## config.mk

```make
export PLATFORM = sky130hd
export DESIGN_NAME = tam_div_cell
export DESIGN_NICKNAME = d
export VERILOG_FILES = /design/src/hdl/tam_pkg.sv /design/src/hdl/tam_div_cell.sv
export SDC_FILE = /design/constraint.sdc
export NUM_CORES = 1
export LEC_CHECK = 0
export BUFFER_PORTS_ARGS = -buffer_cell sky130_fd_sc_hd__buf_2
export CORE_AREA = 2 2 284 286
export CTS_BUF_LIST = sky130_fd_sc_hd__clkbuf_2
export DETAILED_ROUTE_END_ITERATION = 8
export DIE_AREA = 0 0 286 288
export SKIP_LAST_GASP = 1
export SLEW_MARGIN = 10
export SYNTH_ARGS = -nofsm -noshare
export SYNTH_HDL_FRONTEND = slang
export SYNTH_SLANG_ARGS = --single-unit
```

## constraint.sdc

```tcl
create_clock -name clk_i -period 1.1 [get_ports clk_i]
set_clock_uncertainty 0.05 [all_clocks]
set_input_delay 0.165 -clock clk_i [delete_from_list [all_inputs] [get_ports clk_i]]
set_output_delay 0.165 -clock clk_i [all_outputs]
set_load 0.005 [all_outputs]
```

## src/hdl/tam_pkg.sv

```systemverilog
// shared types and constants for the tensor anisotropy measure block
package tam_pkg;

  localparam int FRAC_BITS_DEF = 16;
  localparam int DATA_W = 32;
  localparam int SEL_W = 4;

  localparam logic [SEL_W-1:0] SEL_FA   = 4'd0;
  localparam logic [SEL_W-1:0] SEL_RA   = 4'd1;
  localparam logic [SEL_W-1:0] SEL_CL   = 4'd2;
  localparam logic [SEL_W-1:0] SEL_CP   = 4'd3;
  localparam logic [SEL_W-1:0] SEL_CS   = 4'd4;
  localparam logic [SEL_W-1:0] SEL_CA   = 4'd5;
  localparam logic [SEL_W-1:0] SEL_MD   = 4'd6;
  localparam logic [SEL_W-1:0] SEL_EIG1 = 4'd7;
  localparam logic [SEL_W-1:0] SEL_EIG2 = 4'd8;
  localparam logic [SEL_W-1:0] SEL_EIG3 = 4'd9;

  typedef enum logic [1:0] {
    KIND_DIRECT,
    KIND_DIV,
    KIND_SQRT
  } tam_kind_e;

  typedef struct packed {
    logic              valid;
    logic              neg;
    tam_kind_e         kind;
    logic [DATA_W-1:0] direct;
  } tam_side_t;

endpackage

```

## src/hdl/tam_div_cell.sv

```systemverilog
// one restoring division cell, one quotient bit per cycle while en_i is high
module tam_div_cell import tam_pkg::*; #(
  parameter int NUMW = 97,
  parameter int DENW = 66
) (
  input  logic            clk_i,
  input  logic            rst_ni,
  input  logic            en_i,
  input  tam_side_t       side_i,
  input  logic [NUMW-1:0] num_i,
  input  logic [DENW-1:0] den_i,
  input  logic [DENW-1:0] rem_i,
  input  logic [NUMW-1:0] quo_i,
  output tam_side_t       side_o,
  output logic [NUMW-1:0] num_o,
  output logic [DENW-1:0] den_o,
  output logic [DENW-1:0] rem_o,
  output logic [NUMW-1:0] quo_o
);

  logic [DENW:0]   rem_n;
  logic [DENW:0]   diff;
  logic            ge;
  tam_side_t       side_q;
  logic [NUMW-1:0] num_q, quo_q;
  logic [DENW-1:0] den_q, rem_q;

  always_comb begin
    rem_n = {rem_i, num_i[NUMW-1]};
    ge    = rem_n >= {1'b0, den_i};
    diff  = rem_n - {1'b0, den_i};
  end

  always_ff @(posedge clk_i or negedge rst_ni) begin
    if (!rst_ni) begin
      side_q <= '0;
    end else if (en_i) begin
      side_q <= side_i;
    end
  end

  always_ff @(posedge clk_i) begin
    if (en_i) begin
      num_q <= {num_i[NUMW-2:0], 1'b0};
      den_q <= den_i;
      rem_q <= ge ? diff[DENW-1:0] : rem_n[DENW-1:0];
      quo_q <= {quo_i[NUMW-2:0], ge};
    end
  end

  assign side_o = side_q;
  assign num_o  = num_q;
  assign den_o  = den_q;
  assign rem_o  = rem_q;
  assign quo_o  = quo_q;

endmodule

```

==> impl_metrics.env <==
export IMPL_critPathKind="in -> reg"
export IMPL_grt_total_usage_pct=20.0
export IMPL_drt_iter0_markers=974
export IMPL_placed_area_mm2=0.0244
export IMPL_final_area_mm2=0.0333
export IMPL_drt_wl_total_um=88100
export IMPL_yosys_area_top_type="edfxtp_1"
export IMPL_fillers=7455
export IMPL_core_area_mm2=0.0796
export IMPL_worst_skew_pair_late_latency_ps=1110
export IMPL_initial_core_util_pct=20.8
export IMPL_ys_ff_latch=361
export IMPL_rsz0062_at_grt="yes"
export IMPL_dieArea_mm2=0.0824
export IMPL_syn_to_final_growth_pct=101
export IMPL_synth_enable_flop_cells=325
export IMPL_max_cap_viol_count=0
export IMPL_clock_path_buffers=3
export IMPL_grt_overflow=0
export IMPL_violations="negative hold slack, negative setup slack"
export IMPL_grt_pass1_wl_um=121000
export IMPL_multi_input_area_mm2=0.00658
export IMPL_power_density_mw_per_mm2=1190
export IMPL_wl_per_cell_um=21.3
export IMPL_setup_viol=430
export IMPL_synth_mux_area_share_pct=6.36
export IMPL_syn_nets=1649
export IMPL_hold_viol_final=95
export IMPL_hpwl_um=62800
export IMPL_synth_cell_types=71
export IMPL_synth_fa_ha_area_share_pct=5.10
export IMPL_clock_fmax_mhz=474
export IMPL_via_per_inst=4.35
export IMPL_status="finished, violations left"
export IMPL_power_total_mw=39.7
export IMPL_maxSlewHeadroom_pct=58.3
export IMPL_holdWs_ps=-839
export IMPL_clk_pin_slew_worst_paths_ps=110
export IMPL_ant_nets=0
export IMPL_fin_nets=3407
export IMPL_arrival_ps=2900
export IMPL_vias=17982
export IMPL_io_buffer_count=724
export IMPL_die_x_um=286
export IMPL_cts_root_buffer_cell="clkbuf_2"
export IMPL_path_max_fanout=8
export IMPL_ios=727
export IMPL_slew_viol_final=0
export IMPL_grt_antenna_before_repair=36
export IMPL_fin_crit_ps=2110
export IMPL_fin_crit_sh_pct=192
export IMPL_numCtsBuffers=100
export IMPL_ys_top_cells_by_area="edfxtp_1, dfrtp_1, mux2_2, ha_1, a21oi_1"
export IMPL_drc_errors=0
export IMPL_required_ps=1890
export IMPL_gp_congestion=0.890
export IMPL_syn_avg_cell_area_um2=13.6
export IMPL_drive_gt1_share_pct=50.5
export IMPL_grt_max_degree=37
export IMPL_p_leak_nw=14.8
export IMPL_synth_top_area_share_pct=58.9
export IMPL_clkSinkCount=361
export IMPL_synth_compound_area_share_pct=11.4
export IMPL_die_y_um=288
export IMPL_start_kind="input port"
export IMPL_first_pass_iters=6
export IMPL_syn_cell_area_mm2=0.0166
export IMPL_async_reset_ff_share_pct=9.97
export IMPL_setup_tns_ps=-330250
export IMPL_tritoncts="built"
export IMPL_setup_ws_ps=-1010
export IMPL_synth_xor_area_share_pct=2.54
export IMPL_synthSimpleGateAreaFrac_pct=6.53
export IMPL_regArea_mm2=0.0107
export IMPL_endpoint_kind="flop"
export IMPL_ys_warn_count=0
export IMPL_hp_class="in -> reg"
export IMPL_grt_pass1_vias=18792
export IMPL_worst_pin_slew_ps=619
export IMPL_yosysSeqAreaShare_pct=64.3
export IMPL_fp_row_count=104
export IMPL_final_cell_mix="buf_2, dlygate4sd3_1, buf_4, edfxtp_1, clkbuf_2"
export IMPL_synth_top_family_by_area="compound AO/OA/AOI/OAI gates"
export IMPL_synthFlopType="edfxtp_1"
export IMPL_layout_commonest_cell="buf_2"
export IMPL_htree_levels=3
export IMPL_peakVddDrop_uv=648
export IMPL_syn_inst=1217
-- repair_timing --
item | CTS | global route
gates cloned | 4 | 0
resized for setup | 255 | 193
endpoints found under the hold margin | 722 | 126
pin swaps | 45 | 55
hold buffers | 542 | 47
setup buffers | 38 | 15
setup endpoints to repair | 428 | 744
-- power by group --
part           internal [mW]  leakage, nW  total (mW)  switching, mW
Clock                   4.08        0.715        10.6           6.53
Combinational           6.75         10.5        12.1           5.32
Sequential              16.5         3.60        17.0          0.539
Total                   27.3         14.8        39.7           12.4
-- through the flow --
stage	util [%]	setup WS [ps]	cells
6_report	41.8	-1010	4131
4_1_cts	40.3	-1120	4077
3_3_place_gp	30.6	-2130	3315
5_1_grt	41.8	-1090	4126
3_5_place_dp	30.6	-2160	3315
2_1_floorplan	-	-1850	1217
-- layout make-up --
class,instances,share of cell area (%)
Clock buffer,144,2.16
Sequential cell,361,32.0
Timing Repair Buffer,1704,40.1
Tap cell,1060,3.98
Inverter,93,1.14
Clock inverter,39,0.707
Multi-Input combinational cell,715,19.7
Antenna cell,15,0.113
-- critical path, cell delays in order --
cell and delay, ps:
buf_2 140, ha_4 270, nor2b_4 160, o21bai_4 80
buf_6 120, a21boi_4 160, o31a_1 250, o211ai_2 140
a21o_1 240, a31o_1 250, o21a_4 260, clkinv_8 100
buf_12 130, buf_16 140, mux2_4 300
-- cell usage after synthesis (3+ instances only) --
cell type,n
a2111o_1,3
a211oi_1,8
a21boi_0,3
a21o_1,29
a21oi_1,81
a31o_2,3
a31oi_1,10
and3_1,11
buf_1,4
buf_2,11
buf_4,4
clkbuf_1,25
dfrtp_1,36
edfxtp_1,325
ha_1,66
inv_1,92
mux2_2,78
mux2_4,9
mux2i_1,4
nand2_1,67
nand3_1,14
nand4_1,29
nor2_1,46
nor2b_1,6
nor3_1,23
nor4_1,9
o211ai_1,17
o21a_1,16
o21ai_0,44
o21ai_1,4
o21bai_1,21
o22ai_1,3
o31ai_1,16
o41ai_1,4
or2_2,3
or3_1,7
xnor2_1,32
xor2_1,16
-- worst paths after layout --
path                             from          to  slack [ps]  cells after the start
setup reg to reg           side_o[23]  side_o[23]         120                      2
min in group asynchronous      rst_ni  side_o[34]         560                      5
hold reg to reg            side_o[26]  side_o[26]         460                      1
setup / recovery             rem_i[0]   rem_o[43]       -1010                     15
max in group asynchronous      rst_ni  side_o[17]         190                      5
hold / removal              den_i[57]   den_o[57]        -840                      1
-- routing by layer --
| layer | GRT usage (%) | vias up | routed length (µm) |
|---|---|---|---|
| met2 | 37.1 | 824 | 46200 |
| met3 | 5.40 | 243 | 5590 |
| met5 | 0 | - | 82 |
| met4 | 11.9 | 14 | 5670 |
| li1 | - | 8202 | - |
| met1 | 20.0 | 8699 | 30500 |
-- state kept, by name, indices dropped and copies added, names as in the netlist --
| name | count |
|---|---|
| side_o | 36 |
| quo_o | 97 |
| num_o | 96 |
| rem_o | 66 |
| den_o | 66 |
-- cells by family (layout without fill, tap and decap cells) --
logic type / Yosys count / count (layout)
and+or+nand+nor: 223 / 223
AOI/OAI and AO/OA: 285 / 285
xor gates and xnor gates: 48 / 48
buffers and inverters: 141 / 1980
DFF: 361 / 361
other: 1 / 16
adders and majority gates: 67 / 67
muxes: 91 / 91
Power figures use the tool's default switching activity.
