### src/hdl/tam_pkg.sv
// shared types and constants for the tensor anisotropy measure block
package tam_pkg;

  localparam int FRAC_BITS_DEF = 16;
  localparam int DATA_W = 32;
  localparam int SEL_W = 4;

  localparam logic [SEL_W-1:0] SEL_FA   = 4'd0;
  localparam logic [SEL_W-1:0] SEL_RA   = 4'd1;
  localparam logic [SEL_W-1:0] SEL_CL   = 4'd2;
  localparam logic [SEL_W-1:0] SEL_CP   = 4'd3;
  localparam logic [SEL_W-1:0] SEL_CS   = 4'd4;
  localparam logic [SEL_W-1:0] SEL_CA   = 4'd5;
  localparam logic [SEL_W-1:0] SEL_MD   = 4'd6;
  localparam logic [SEL_W-1:0] SEL_EIG1 = 4'd7;
  localparam logic [SEL_W-1:0] SEL_EIG2 = 4'd8;
  localparam logic [SEL_W-1:0] SEL_EIG3 = 4'd9;

  typedef enum logic [1:0] {
    KIND_DIRECT,
    KIND_DIV,
    KIND_SQRT
  } tam_kind_e;

  typedef struct packed {
    logic              valid;
    logic              neg;
    tam_kind_e         kind;
    logic [DATA_W-1:0] direct;
  } tam_side_t;

endpackage

### src/hdl/tam_sqrt_cell.sv
// one digit-by-digit square root cell, one root bit per cycle while en_i is high
module tam_sqrt_cell import tam_pkg::*; #(
  parameter int RW = 49
) (
  input  logic            clk_i,
  input  logic            rst_ni,
  input  logic            en_i,
  input  tam_side_t       side_i,
  input  logic [2*RW-1:0] x_i,
  input  logic [RW-1:0]   root_i,
  input  logic [RW+1:0]   rem_i,
  input  logic [DATA_W:0] pass_i,
  output tam_side_t       side_o,
  output logic [2*RW-1:0] x_o,
  output logic [RW-1:0]   root_o,
  output logic [RW+1:0]   rem_o,
  output logic [DATA_W:0] pass_o
);

  logic [RW+3:0]   rem_n, trial, diff;
  logic            ge;
  tam_side_t       side_q;
  logic [2*RW-1:0] x_q;
  logic [RW-1:0]   root_q;
  logic [RW+1:0]   rem_q;
  logic [DATA_W:0] pass_q;

  always_comb begin
    rem_n = {rem_i, x_i[2*RW-1:2*RW-2]};
    trial = {2'b00, root_i, 2'b01};
    ge    = rem_n >= trial;
    diff  = rem_n - trial;
  end

  always_ff @(posedge clk_i or negedge rst_ni) begin
    if (!rst_ni) begin
      side_q <= '0;
    end else if (en_i) begin
      side_q <= side_i;
    end
  end

  always_ff @(posedge clk_i) begin
    if (en_i) begin
      x_q    <= {x_i[2*RW-3:0], 2'b00};
      root_q <= {root_i[RW-2:0], ge};
      rem_q  <= ge ? diff[RW+1:0] : rem_n[RW+1:0];
      pass_q <= pass_i;
    end
  end

  assign side_o = side_q;
  assign x_o    = x_q;
  assign root_o = root_q;
  assign rem_o  = rem_q;
  assign pass_o = pass_q;

endmodule

### config.mk
export PLATFORM = sky130hd
export DESIGN_NAME = tam_sqrt_cell
export DESIGN_NICKNAME = d
export VERILOG_FILES = /design/src/hdl/tam_pkg.sv /design/src/hdl/tam_sqrt_cell.sv
export SDC_FILE = /design/constraint.sdc
export NUM_CORES = 1
export LEC_CHECK = 0
export BUFFER_PORTS_ARGS = -buffer_cell sky130_fd_sc_hd__buf_2
export CAP_MARGIN = 0
export CORE_AREA = 2 2 212 214
export DETAILED_ROUTE_END_ITERATION = 10
export DIE_AREA = 0 0 214 216
export SLEW_MARGIN = 20
export SYNTH_ARGS = -nofsm -noshare
export SYNTH_HDL_FRONTEND = slang
export SYNTH_SLANG_ARGS = --single-unit
### constraint.sdc
create_clock -name clk_i -period 1.55 [get_ports clk_i]
set_input_delay 0.155 -clock clk_i [delete_from_list [all_inputs] [get_ports clk_i]]
set_output_delay 0.155 -clock clk_i [all_outputs]
set_load 0.02 [all_outputs]
==> results list, run 1 <==
* Post-Route Utilization: 0.501
* Category of the critical setup timing path: in2reg
- TritonCTS clock tree: yes
- Sw power: 0.00661 W
* CTS Buf Count: 30
* Total power of the final layout: 0.0219 W
* IO Pins: around 540
- The number of placed instances, taps included, is ~2.2k.
- From left edge to right edge, the die measures roughly 210 µm.
* Pwr per Cell Area: roughly 1000 nW/µm²
- Number of library cell types mapped by synthesis: 60
- Starting density of the core: 0.274
- Total number of nets in the final design: around 2.3k
- Once routing completed, OpenROAD measured the worst setup slack at -710 ps.
- Cell area after synthesis: ~12000 µm²
- Failing checks: setup timing
- Cell type of the slowest stage on the worst timing path: nor3_4
* Final non-filler cell area: 21900 µm²
- From synthesis to final layout, the design area changed by 83.0%.
* Chip Height: 216 µm
- The routed layout has between 10k and 15k vias.
- Number of antenna violations at the first check in global routing: 19
- At the pin with the least slew margin, the transition time is roughly 510 ps.
- Pint: 0.0153 W
- Sorting the synthesized cells by area gives the leading types as edfxtp_1 57%, dfrtp_1 7.5%, ha_1 5.3%.
- After technology mapping, the gate count stands at 924.
- Row generation in the floorplan step produced 77 rows.
- The signal on the critical path passes through buf_2, inv_1, ha_4, buf_4, a21oi_1, o21ai_2, nor3_4, a211oi_4, o21a_1, o211a_1, o21ai_4, buf_12, buf_12, clkbuf_16, o21ai_2.
* Average wire per standard cell: between 15 and 20 µm
* Switching Fraction: 0.301
* Die ar.: 46200 µm²
* Peak ir drop on the vdd network: 0.838 mV
* Highest clock frequency the design can meet: approximately 440 MHz
* Wire length of the first global-routing pass: ~73000 µm
- WP buf/inv: 6
* Max Cap Violations: 0
- In the global route stage, overall resource usage came out at 0.208.
* Crit end category: register
- Crit path arrival time: 2590 ps
- After synthesis the netlist holds a flip-flop and latch count of 265.
- Hold violation count in the final report: 0
- Leaving out fill and tap cells, the most frequent cell in the layout is buf_2.
- For this design, the sink count on the clock tree is around 270.
- Delay of the slowest cell on the worst path: 260 ps
* Cell Count, Final, Fillers Out: 2588
- Time the final worst path needs with I/O delays and setup: 2260 ps
- Root Buffer Master: clkbuf_16
* Worst hold path class: in2reg
* Count of synthesis-stage warnings from yosys: 0
- Depth of the CTS H-tree: 1
- Final worst clock skew: 0 ps
* Area of the core: approximately 44000 µm²
* Commonest non-fill, non-tap cells in the layout: 519 x buf_2, 264 x dlygate4sd3_1, 229 x edfxtp_1, 220 x buf_4, 67 x nand2_1
* Share of power burned in combinational logic: 0.278
- Antenna violation net count after detailed routing: 0
- Share of cells above drive strength 1: 0.503
* Post-synth top area cell: edfxtp_1
- The kind of cell with the highest combined delay along the critical path is compound AO/OA/AOI/OAI gates.
- Unrepaired setup endpoints after global routing: yes
* Maximum count of clock buffers along a single path: 3
- The analysis attributes to cell leakage a power of 9.74 nW.
* Top FF cell, synth: edfxtp_1
* Half-perimeter wire length of the detailed placement result: about 36000 µm
* Worst slew margin relative to its limit: 0.661
* Iteration count of the initial detailed-routing pass: 5
- Clock transition time at the flip-flop clock pins of the worst setup and hold paths: ~60 ps
* Placement-stage cell area: 17100 µm²
- Insertion delay to the later sink of the worst-skew pair: 570 ps
* Total global routing overflow: 0
- The share of total power dissipated in sequential elements is 0.403.
* Clock Power Share: 0.319
* Fin. max-slew vios: 0
- Run status: finished with violations
- Before CTS, the worst setup slack after placement is -1590 ps.
- STA classifies the critical path startpoint as an input pin.
- Of the synthesized area, sequential elements account for 0.649.
- Of the available clock period, the critical path in the final layout requires 1.46.
- After synthesis, the mean cell area works out to 13.0 µm².
- In this run, the number of DRC markers left after iteration 0 of detailed routing was 634.
- Routed wire length: 51200 µm
- Share of synthesized registers carrying an async set or reset: 0.136
- Of the post-synthesis cell area, the dominant cell type holds 0.573.
* Detailed-route DRC error count: 0
* Total of endpoints with negative setup slack in the final report: 52
* Largest net degree at the start of global routing: 63
- Number of input and output port buffers inserted: around 530
* Via count of the first global-routing pass: 12.2k
* Post-synth EDFFs: 229
* Post-detailed-route via-to-cell ratio: 4.52
* CP required: approximately 1900 ps
* Maximum fanout along the worst path: 8
- Final RePlAce weighted congestion: 0.891
## Yosys cell counts (3+ instances only)
cell	instances
xor2_1	24
nor2_1	25
a31oi_1	7
a21o_1	20
buf_2	4
o211ai_1	7
inv_1	69
o21ai_1	47
a211oi_1	6
ha_1	51
nor3_1	8
o211a_1	3
a21boi_0	3
dfrtp_1	36
nand2_1	90
xnor2_1	23
buf_6	6
nand2b_1	4
o21a_1	6
and2_1	6
nand3_1	17
edfxtp_1	229
o21bai_1	8
o21ai_0	34
buf_4	3
and3_1	8
a21oi_1	58
nand4_1	15
clkbuf_1	23
mux2_2	37
and4_1	4
## power by group through the flow
stage | combinational, W | clock [W] | sequential [W]
2_1_floorplan | 0.00152 | 0 | 0.00989
3_3_place_gp | 0.00480 | 0 | 0.00894
3_5_place_dp | 0.00484 | 0 | 0.00894
4_1_cts | 0.00572 | 0.00715 | 0.00881
5_1_grt | 0.00650 | 0.00742 | 0.00888
6_report | 0.00610 | 0.00700 | 0.00882
## final cells by class
class | instances | area [µm²]
Multi-Input combinational cell | 553 | 4590
Inverter | 70 | 285
Timing Repair Buffer | 1041 | 7550
Antenna cell | 11 | 27.5
Clock buffer | 38 | 811
Tap cell | 592 | 741
Sequential cell | 265 | 7780
Fill cell | 3806 | 21900
Clock inverter | 18 | 155
## per-layer routing
layer  track usage  part of all wire
met4         0.101             0.051
met2         0.368              0.51
met3        0.0592             0.067
met5             0            0.0016
met1         0.229              0.38
## cells by family (layout without fill, tap and decap cells)
logic type               count (synthesis)  after routing  synth area share
buffers and inverters                  107           1167            0.0387
other                                    1             13          0.000313
multiplexers                            40             40            0.0375
XOR/XNOR                                47             47            0.0343
AO/OA/AOI/OAI                          221            221             0.112
adder cells (fa/ha/maj)                 51             51            0.0532
flip-flops                             265            265             0.649
AND/OR/NAND/NOR                        192            192            0.0752
## per-stage QoR
stage | hold slack [ps] | TNS, ps
final | 35.0 | -33260
after global routing | 13.8 | -38500
after CTS | 5.08 | -34220
after detailed placement | 240 | -76560
after global placement | 222 | -77550
after floorplan | -141 | -48090
## worst min-delay path, cell delays in order
cell	delay, ps
buf_2	120
buf_4	120
mux2_4	130
## worst paths after layout
kind / start / to / slack (ps) / cells past startpoint
setup / recovery: root_i[16] / rem_o[8] / -710 / 15
max in group asynchronous: rst_ni / side_o[31] / 1010 / 3
min in group asynchronous: rst_ni / side_o[21] / 180 / 3
hold / removal: rem_i[25] / rem_o[27] / 40 / 3
hold reg to reg: side_o[4] / side_o[4] / 500 / 1
setup reg to reg: side_o[2] / side_o[2] / 740 / 1
## state kept, by name, summed over array words and instances (netlist names)
signal  cells
rem_o      51
x_o        96
side_o     36
root_o     49
pass_o     33
## what timing repair did
action | CTS | global route
gates cloned | 4 | 4
hold buffers | 264 | 0
hold endpoints to repair | 302 | 0
pin swaps | 26 | 44
setup endpoints to repair | 52 | 52
gates resized for setup | 71 | 119
setup buffers | 19 | 8
Note: power is estimated with default switching activity, not from simulation.
==> inputs of run 2 (changes only) <==
--- a/config.mk
+++ b/config.mk
@@ -10,6 +10,7 @@
 export CORE_AREA = 2 2 212 214
 export DETAILED_ROUTE_END_ITERATION = 10
 export DIE_AREA = 0 0 214 216
+export PLACE_DENSITY = 0.47
 export SLEW_MARGIN = 20
 export SYNTH_ARGS = -nofsm -noshare
 export SYNTH_HDL_FRONTEND = slang
==> constraint.sdc (replaced) <==
create_clock -name clk_i -period 2.1 [get_ports clk_i]
set_input_delay 0.21 -clock clk_i [delete_from_list [all_inputs] [get_ports clk_i]]
set_output_delay 0.21 -clock clk_i [all_outputs]
set_load 0.02 [all_outputs]
==> run 2 against run 1 <==
  * The run still ends with setup timing left
  * Routed wire length is 4.0% lower
  * Combinational power decreased by 28%
  * Count of clock-buffer cells in the layout rose by 7
  * Core utilization is 0.49 points lower
  * Cell count down 0.73%
  * Hold slack got worse by 4.5 ps
  * Critical endpoint is now rem_o[26]
  * Largest cell class unchanged
==> results list, run 2 (synthesized netlist as in run 1, its figures left out) <==
- Max Cap Violations: 0 (unchanged)
- The longest individual stage delay on the worst path was 390 ps (+130 ps).
- Iteration count of the initial detailed-routing pass: 5 (unchanged)
* Hold violation count in the final report: 0 (unchanged)
- The data arrival time of the critical path was 2650 ps (+60 ps).
- The highest fanout seen on the critical path came to 8 (unchanged).
* Worst slew margin relative to its limit: 0.431 (-0.231)
* Maximum count of clock buffers along a single path: 3 (unchanged)
- Run status: finished with violations
* DRC violation total after the first TritonRoute iteration: 585 (-7.7%)
- CTS Buf Count: 34 (+13%)
- Worst hold path class: in2reg
- The sum of buffers and inverters on the critical path came to 3 (-3).
* Cell type of the slowest stage on the worst timing path: a221o_1
- Number of antenna violations at the first check in global routing: 11 (-8)
* Setup crit start kind: input pin
- Routed wire length: 49100 µm (-4.0%)
- The worst clock skew is 0 ps (unchanged).
* Setup slack after layout: -274 ps (+436 ps)
- Static leakage: 9.62 nW (-1.2%)
- The count of final max-slew check failures is 0 (unchanged).
- GR Util All Layers: 0.203 (-0.00486)
* Share of power burned in combinational logic: 0.264 (-0.014)
* Number of input and output port buffers inserted: 534 (unchanged)
* Total global routing overflow: 0 (unchanged)
- Pint: 0.0119 W (-22%)
- Portion of total power attributed to sequential cells: 0.389 (-0.014)
* Crit end category: register
* Worst slack at placement: -1100 ps (+485 ps)
- The placed cell count was 2228 (+0.13%).
* Commonest non-fill, non-tap cells in the layout: 525 x buf_2, 250 x dlygate4sd3_1, 229 x edfxtp_1, 211 x buf_4, 79 x nand2_1
- The area occupied by registers is 7780 µm² (unchanged).
- The detail-routed via count per cell is 4.43 (-1.9%).
- The total half-perimeter wirelength after legalization and detailed placement came to 35900 µm (+1.0%).
- TritonCTS clock tree: yes
- Cell Count, Final, Fillers Out: 2569 (-0.73%)
- The floorplan die width is 214 µm (unchanged).
- Time the final worst path needs with I/O delays and setup: 2370 ps
- The largest vdd supply drop is 0.464 mV (-45%).
- The required arrival time at the worst endpoint came to 2380 ps (+500 ps).
- Post-Route Utilization: 0.496 (-0.00491)
- The clock transition at the registers of the reported paths came to 50 ps (about the same).
* Highest clock frequency the design can meet: 421 MHz
* Sw power: 0.00485 W (-27%)
- Depth of the CTS H-tree: 2 (+1)
- Detailed-route DRC error count: 0 (unchanged)
* IO Pins: 537 (unchanged)
* Critical path, cell by cell: buf_6, ha_4, and4_4, a221o_1, a221o_1, o21a_1, o211a_1, o21ai_4, buf_12, clkbuf_16, o21ai_1
* Unrepaired setup endpoints after global routing: yes
* Switching Fraction: 0.290 (-0.0115)
- The number of flip-flops under the largest register name came to 96 (unchanged).
* Insertion delay to the later sink of the worst-skew pair: 520 ps (-50 ps)
* Worst-case register-to-register setup slack: 1330 ps (+590 ps)
* Total number of nets in the final design: 2265 (-0.74%)
- Cell seen most often among critical-path stages: a221o_1
- The portion of total power attributed to the clock network was 0.348 (+0.029).
- Area growth syn-to-layout: 81.2%
- Via count of the first global-routing pass: 11.8k (-3.4%)
- The maximum number of pins on one net before global-route repair was 66 (+4.8%).
* Chip Height: 216 µm (unchanged)
* Average wire per standard cell: 19.1 µm (-3.2%)
- Transition time at the pin with the least slew margin: 854 ps (+346 ps)
- Period utilization: 1.13
- The site row count was 77 (unchanged).
- Final RePlAce weighted congestion: 0.855 (-4.0%)
- The proportion of layout cells with a drive suffix above 1 was 0.500 (-0.00327).
* Via count: 11.4k (-2.6%)
* Most common cell after layout, fill and taps aside: buf_2
- Starting density of the core: 0.274 (unchanged)
* Total of endpoints with negative setup slack in the final report: 52 (unchanged)
* Sinks on the clock net: 265 (unchanged)
- Broken down by cell family, the worst path's largest delay share belongs to compound AO/OA/AOI/OAI gates.
- The power density of the placed cells was 770 nW/µm² (-23%).
- Area of the core: 43800 µm² (unchanged)
* Number of inserted filler cells in the final layout: 3938 (+3.5%)
- Wire length of the first global-routing pass: 71600 µm (-2.5%)
- Total area of multi-input combinational cells: 4490 µm² (-2.2%)
- The area enclosed by the die boundary came to 46200 µm² (unchanged).
- Setup TNS: -12070 ps (+21190 ps)
* Category of the critical setup timing path: in2reg
- Failing checks: setup timing
- The tree is rooted in a clkbuf_16.
- Antenna violation net count after detailed routing: 0 (unchanged)
-- run 2: layout make-up --
| cell class | instances | area share |
|---|---|---|
| Clock inverter | 17 | 0.00858 |
| Tap cell | 592 | 0.0341 |
| Sequential cell | 265 | 0.358 |
| Multi-Input combinational cell | 553 | 0.207 |
| Antenna cell | 7 | 0.000806 |
| Inverter | 70 | 0.0128 |
| Timing Repair Buffer | 1020 | 0.337 |
| Clock buffer | 45 | 0.0425 |
-- run 2: repair_timing --
action | 4_1_cts | 5_1_grt
setup endpoints to repair | 52 | 52
endpoints found under the hold margin | 285 | 0
gates resized for setup | 90 | 69
hold buffers | 250 | 0
gates cloned | 3 | 7
pin swaps | 25 | 37
buffers inserted | 10 | 8
-- run 2: power groups by stage --
stage,registers [W],clock network (W),logic (W)
final,0.00650,0.00582,0.00441
after CTS,0.00650,0.00599,0.00422
after detailed placement,0.00660,0,0.00360
after global placement,0.00660,0,0.00359
after global routing,0.00655,0.00618,0.00472
after floorplan,0.00730,0,0.00112
-- run 2: worst paths after layout --
path / cells after the start / startpoint / to
worst max-delay path: 11 / rem_i[25] / rem_o[26]
worst min-delay path: 3 / rem_i[22] / rem_o[24]
worst max register to register: 1 / side_o[10] / side_o[10]
worst min register to register: 1 / side_o[17] / side_o[17]
max in group asynchronous: 2 / rst_ni / side_o[3]
min in group asynchronous: 2 / rst_ni / side_o[32]
-- run 2: tightest hold or removal path: cells and delay by family --
kind | cells | cell delay, ps
AND/OR/NAND/NOR | 1 | 50
buffers and inverters | 1 | 110
AO/OA/AOI/OAI | 1 | 70
-- run 2: through the flow --
step                hold WS, ps  cell area (µm²)  total power, W
global route               21.2            21700          0.0175
floorplan                 -85.6            12200         0.00842
detailed placement          371            17000          0.0102
CTS                        3.18            21200          0.0167
finish                     30.5            21700          0.0167
global placement            378            17000          0.0102
-- run 2: routing by layer --
metal | up-vias | global-route usage | part of all wire
met1 | 5471 | 0.234 | 0.39
li1 | 5445 | - | -
met3 | 81 | 0.0517 | 0.061
met2 | 378 | 0.360 | 0.51
met5 | - | 0 | 0.0016
met4 | 10 | 0.0821 | 0.037
==> inputs of run 3 (changes only) <==
--- a/config.mk
+++ b/config.mk
@@ -11,6 +11,7 @@
 export DETAILED_ROUTE_END_ITERATION = 10
 export DIE_AREA = 0 0 214 216
 export PLACE_DENSITY = 0.47
+export SETUP_SLACK_MARGIN = 0.4
 export SLEW_MARGIN = 20
 export SYNTH_ARGS = -nofsm -noshare
 export SYNTH_HDL_FRONTEND = slang
==> run 3 against run 2 <==
  * The run still ends with setup timing left
  * Critical endpoint is now rem_o[44]
  * Clock power hardly changed
  * Maximum frequency fell by 1.9%
  * Flip-flop and latch count unchanged
  * Routed wire length up 0.36%
  * Clock skew stayed put
  * Hold slack got worse by 5.0 ps
  * Core utilization is 0.30 points higher
  * Worst setup slack got worse by 45 ps
  * Non-clock buffer count increased by 6
==> results list, run 3 (synthesized netlist as in run 1, its figures left out) <==
- The area enclosed by the die boundary came to 46200 µm² (unchanged).
- Setup repair after global routing could not meet its margin everywhere.
- The fraction of the core area covered by cells at the end of the flow is 0.499 (+0.00300).
- Most common cell after layout, fill and taps aside: buf_2
* Maximum count of clock buffers along a single path: 3 (unchanged)
- Transition time at the pin with the least slew margin: 854 ps (-0.0354 ps)
- The count of final max-slew check failures was 0 (unchanged).
* CTS Buf Count: 34 (unchanged)
- Run status: finished with violations
- The setup violation total in the final timing report is 52 (unchanged).
* Peak ir drop on the vdd network: 0.498 mV (+7.3%)
- Sinks on the clock net: 265 (unchanged)
- The maximum clock frequency is 413 MHz (-1.9%).
- Crit end category: register
- The first-pass GRT wire length came to 71700 µm (+0.18%).
- The effective utilization at floorplan is 0.274 (unchanged).
- Average wire per standard cell: 19.2 µm (+0.17%)
* Total number of nets in the final design: 2271 (+0.26%)
* Number of input and output port buffers inserted: 534 (unchanged)
* Die boundary width: 214 µm (unchanged)
- Static leakage: 9.70 nW (+0.82%)
- Insertion delay to the later sink of the worst-skew pair: 520 ps (about the same)
* Area of the core: 43800 µm² (unchanged)
- Final worst clock skew: 0 ps (unchanged)
- The area occupied by multi-input gates was 4510 µm² (+0.31%).
- The total number of vias came to 11.4k (+0.21%).
* Area growth syn-to-layout: 82.3%
- Routed wire length: 49300 µm (+0.36%)
- Maximum fanout along the worst path: 6 (-2)
- TritonCTS clock tree: yes
* Antenna violation net count after detailed routing: 0 (unchanged)
- The count of pins on the block boundary is 537 (unchanged).
- Via count of the first global-routing pass: 11.8k (+0.27%)
- The number of max-cap violations came to 0 (unchanged).
* Hold violation count in the final report: 0 (unchanged)
* Placement-stage cell area: 17000 µm² (unchanged)
- The worst slew margin relative to its limit is 0.431 (about the same).
- Time the final worst path needs with I/O delays and setup: 2420 ps (+45.4 ps)
- Half-perimeter wire length of the detailed placement result: 35900 µm (unchanged)
- Final RePlAce weighted congestion: 0.855 (unchanged)
- Final non-filler cell area: 21900 µm² (+0.60%)
* Commonest non-fill, non-tap cells in the layout: 521 x buf_2, 250 x dlygate4sd3_1, 229 x edfxtp_1, 213 x buf_4, 76 x nand2_1
- Number of inserted filler cells in the final layout: 3939 (+0.025%)
* Crit path arrival time: 2700 ps (+50 ps)
- The maximum number of pins on one net before global-route repair came to 66 (unchanged).
- Failing checks: setup timing
- Period utilization: 1.15 (+0.0216)
* Cell depth of the worst min-delay path: 3 (unchanged)
- The overall track demand over capacity in global routing is 0.204 (+0.000422).
* Worst hold path class: in2reg
- The setup slack after layout was -320 ps (-45.4 ps).
* Number of antenna violations at the first check in global routing: 12 (+1)
- Category of the critical setup timing path: in2reg
- The number of flip-flops under the largest register name is 96 (unchanged).
* Worst r2r path cells: 1 (unchanged)
- The required arrival time at the worst endpoint came to 2380 ps (about the same).
- Depth of the CTS H-tree: 2 (unchanged)
- The worst hold slack was 25.5 ps (-5.05 ps).
* Setup crit start kind: input pin
* Post-detailed-route via-to-cell ratio: 4.43 (about the same)
- Root Buffer Master: clkbuf_16
- DRC violation total after the first TritonRoute iteration: 593 (+1.4%)
* Iteration count of the initial detailed-routing pass: 5 (unchanged)
- The clock transition at the registers of the reported paths was 60 ps (about the same).
* Detailed-route DRC error count: 0 (unchanged)
* Chip Height: 216 µm (unchanged)
* Sequential cell area in the final layout: 7780 µm² (unchanged)
- Total global routing overflow: 0 (unchanged)
* Placement row count: 77 (unchanged)
* Pwr per Cell Area: 769 nW/µm² (-0.15%)
* Share of cells above drive strength 1: 0.506 (+0.00607)
## run 3: cell count changes in the layout (fill, tap and decap cells not counted), moves of 2 or more
cell,change
buf_2,-4
a21oi_1,+2
buf_4,+2
o21ai_2,+9
xor2_1,+2
o21ai_1,-11
a21oi_4,-2
buf_6,+4
nand2_1,-3
buf_12,+3
nand2_2,+4
## run 3: final timing paths
| kind | start | end | slack [ps] |
|---|---|---|---|
| worst min register to register | side_o[17] | side_o[17] | 500 |
| max in group asynchronous | rst_ni | side_o[3] | 1230 |
| worst max-delay path | rem_i[25] | rem_o[44] | -320 |
| min in group asynchronous | rst_ni | side_o[32] | 340 |
| worst min-delay path | rem_i[22] | rem_o[24] | 30 |
| worst max register to register | side_o[10] | side_o[10] | 1330 |
## run 3: what timing repair did
action	CTS	global route
hold buffers	250	0
resized for setup	94	82
hold endpoints to repair	285	0
pin swaps	29	39
cloned	4	6
endpoints found under the setup margin	52	52
setup buffers	9	9
## run 3: where the power goes
part / switching (W) / total [W] / internal (W) / leakage, nW
Sequential: 0.000151 / 0.00650 / 0.00635 / 2.66
Combinational: 0.00239 / 0.00448 / 0.00210 / 6.50
Clock: 0.00233 / 0.00582 / 0.00349 / 0.544
## run 3: stage by stage
stage / setup TNS (ps) / power [W] / instances / setup slack, ps
2_1_floorplan: -22350 / 0.00842 / 925 / -520
5_1_grt: -18770 / 0.0175 / 2573 / -428
6_report: -14040 / 0.0168 / 2574 / -320
3_5_place_dp: -54760 / 0.0102 / 2228 / -1100
4_1_cts: -11070 / 0.0167 / 2553 / -258
3_3_place_gp: -56150 / 0.0102 / 2228 / -1130
## run 3: per-layer routing
metal | wire (µm) | track usage | vias to the layer above
li1 | - | - | 5466
met1 | 19400 | 0.233 | 5462
met2 | 24900 | 0.361 | 378
met3 | 3060 | 0.0527 | 91
met4 | 1900 | 0.0823 | 12
met5 | 83 | 0 | -
## run 3: critical path, cell delays in order
cell and delay (ps):
buf_6 100, ha_4 260, and4_1 220, a221o_1 400, a221o_1 350, o21a_1 190, o211a_1 230, o21ai_4 260
buf_8 190, buf_12 110, buf_16 110, o21ai_1 50
## run 3: layout make-up
type / count / area share
Multi-Input combinational cell: 553 / 0.206
Sequential cell: 265 / 0.356
Clock inverter: 17 / 0.00853
Antenna cell: 6 / 0.000687
Tap cell: 592 / 0.0339
Clock buffer: 45 / 0.0422
Inverter: 70 / 0.0128
Timing Repair Buffer: 1026 / 0.340
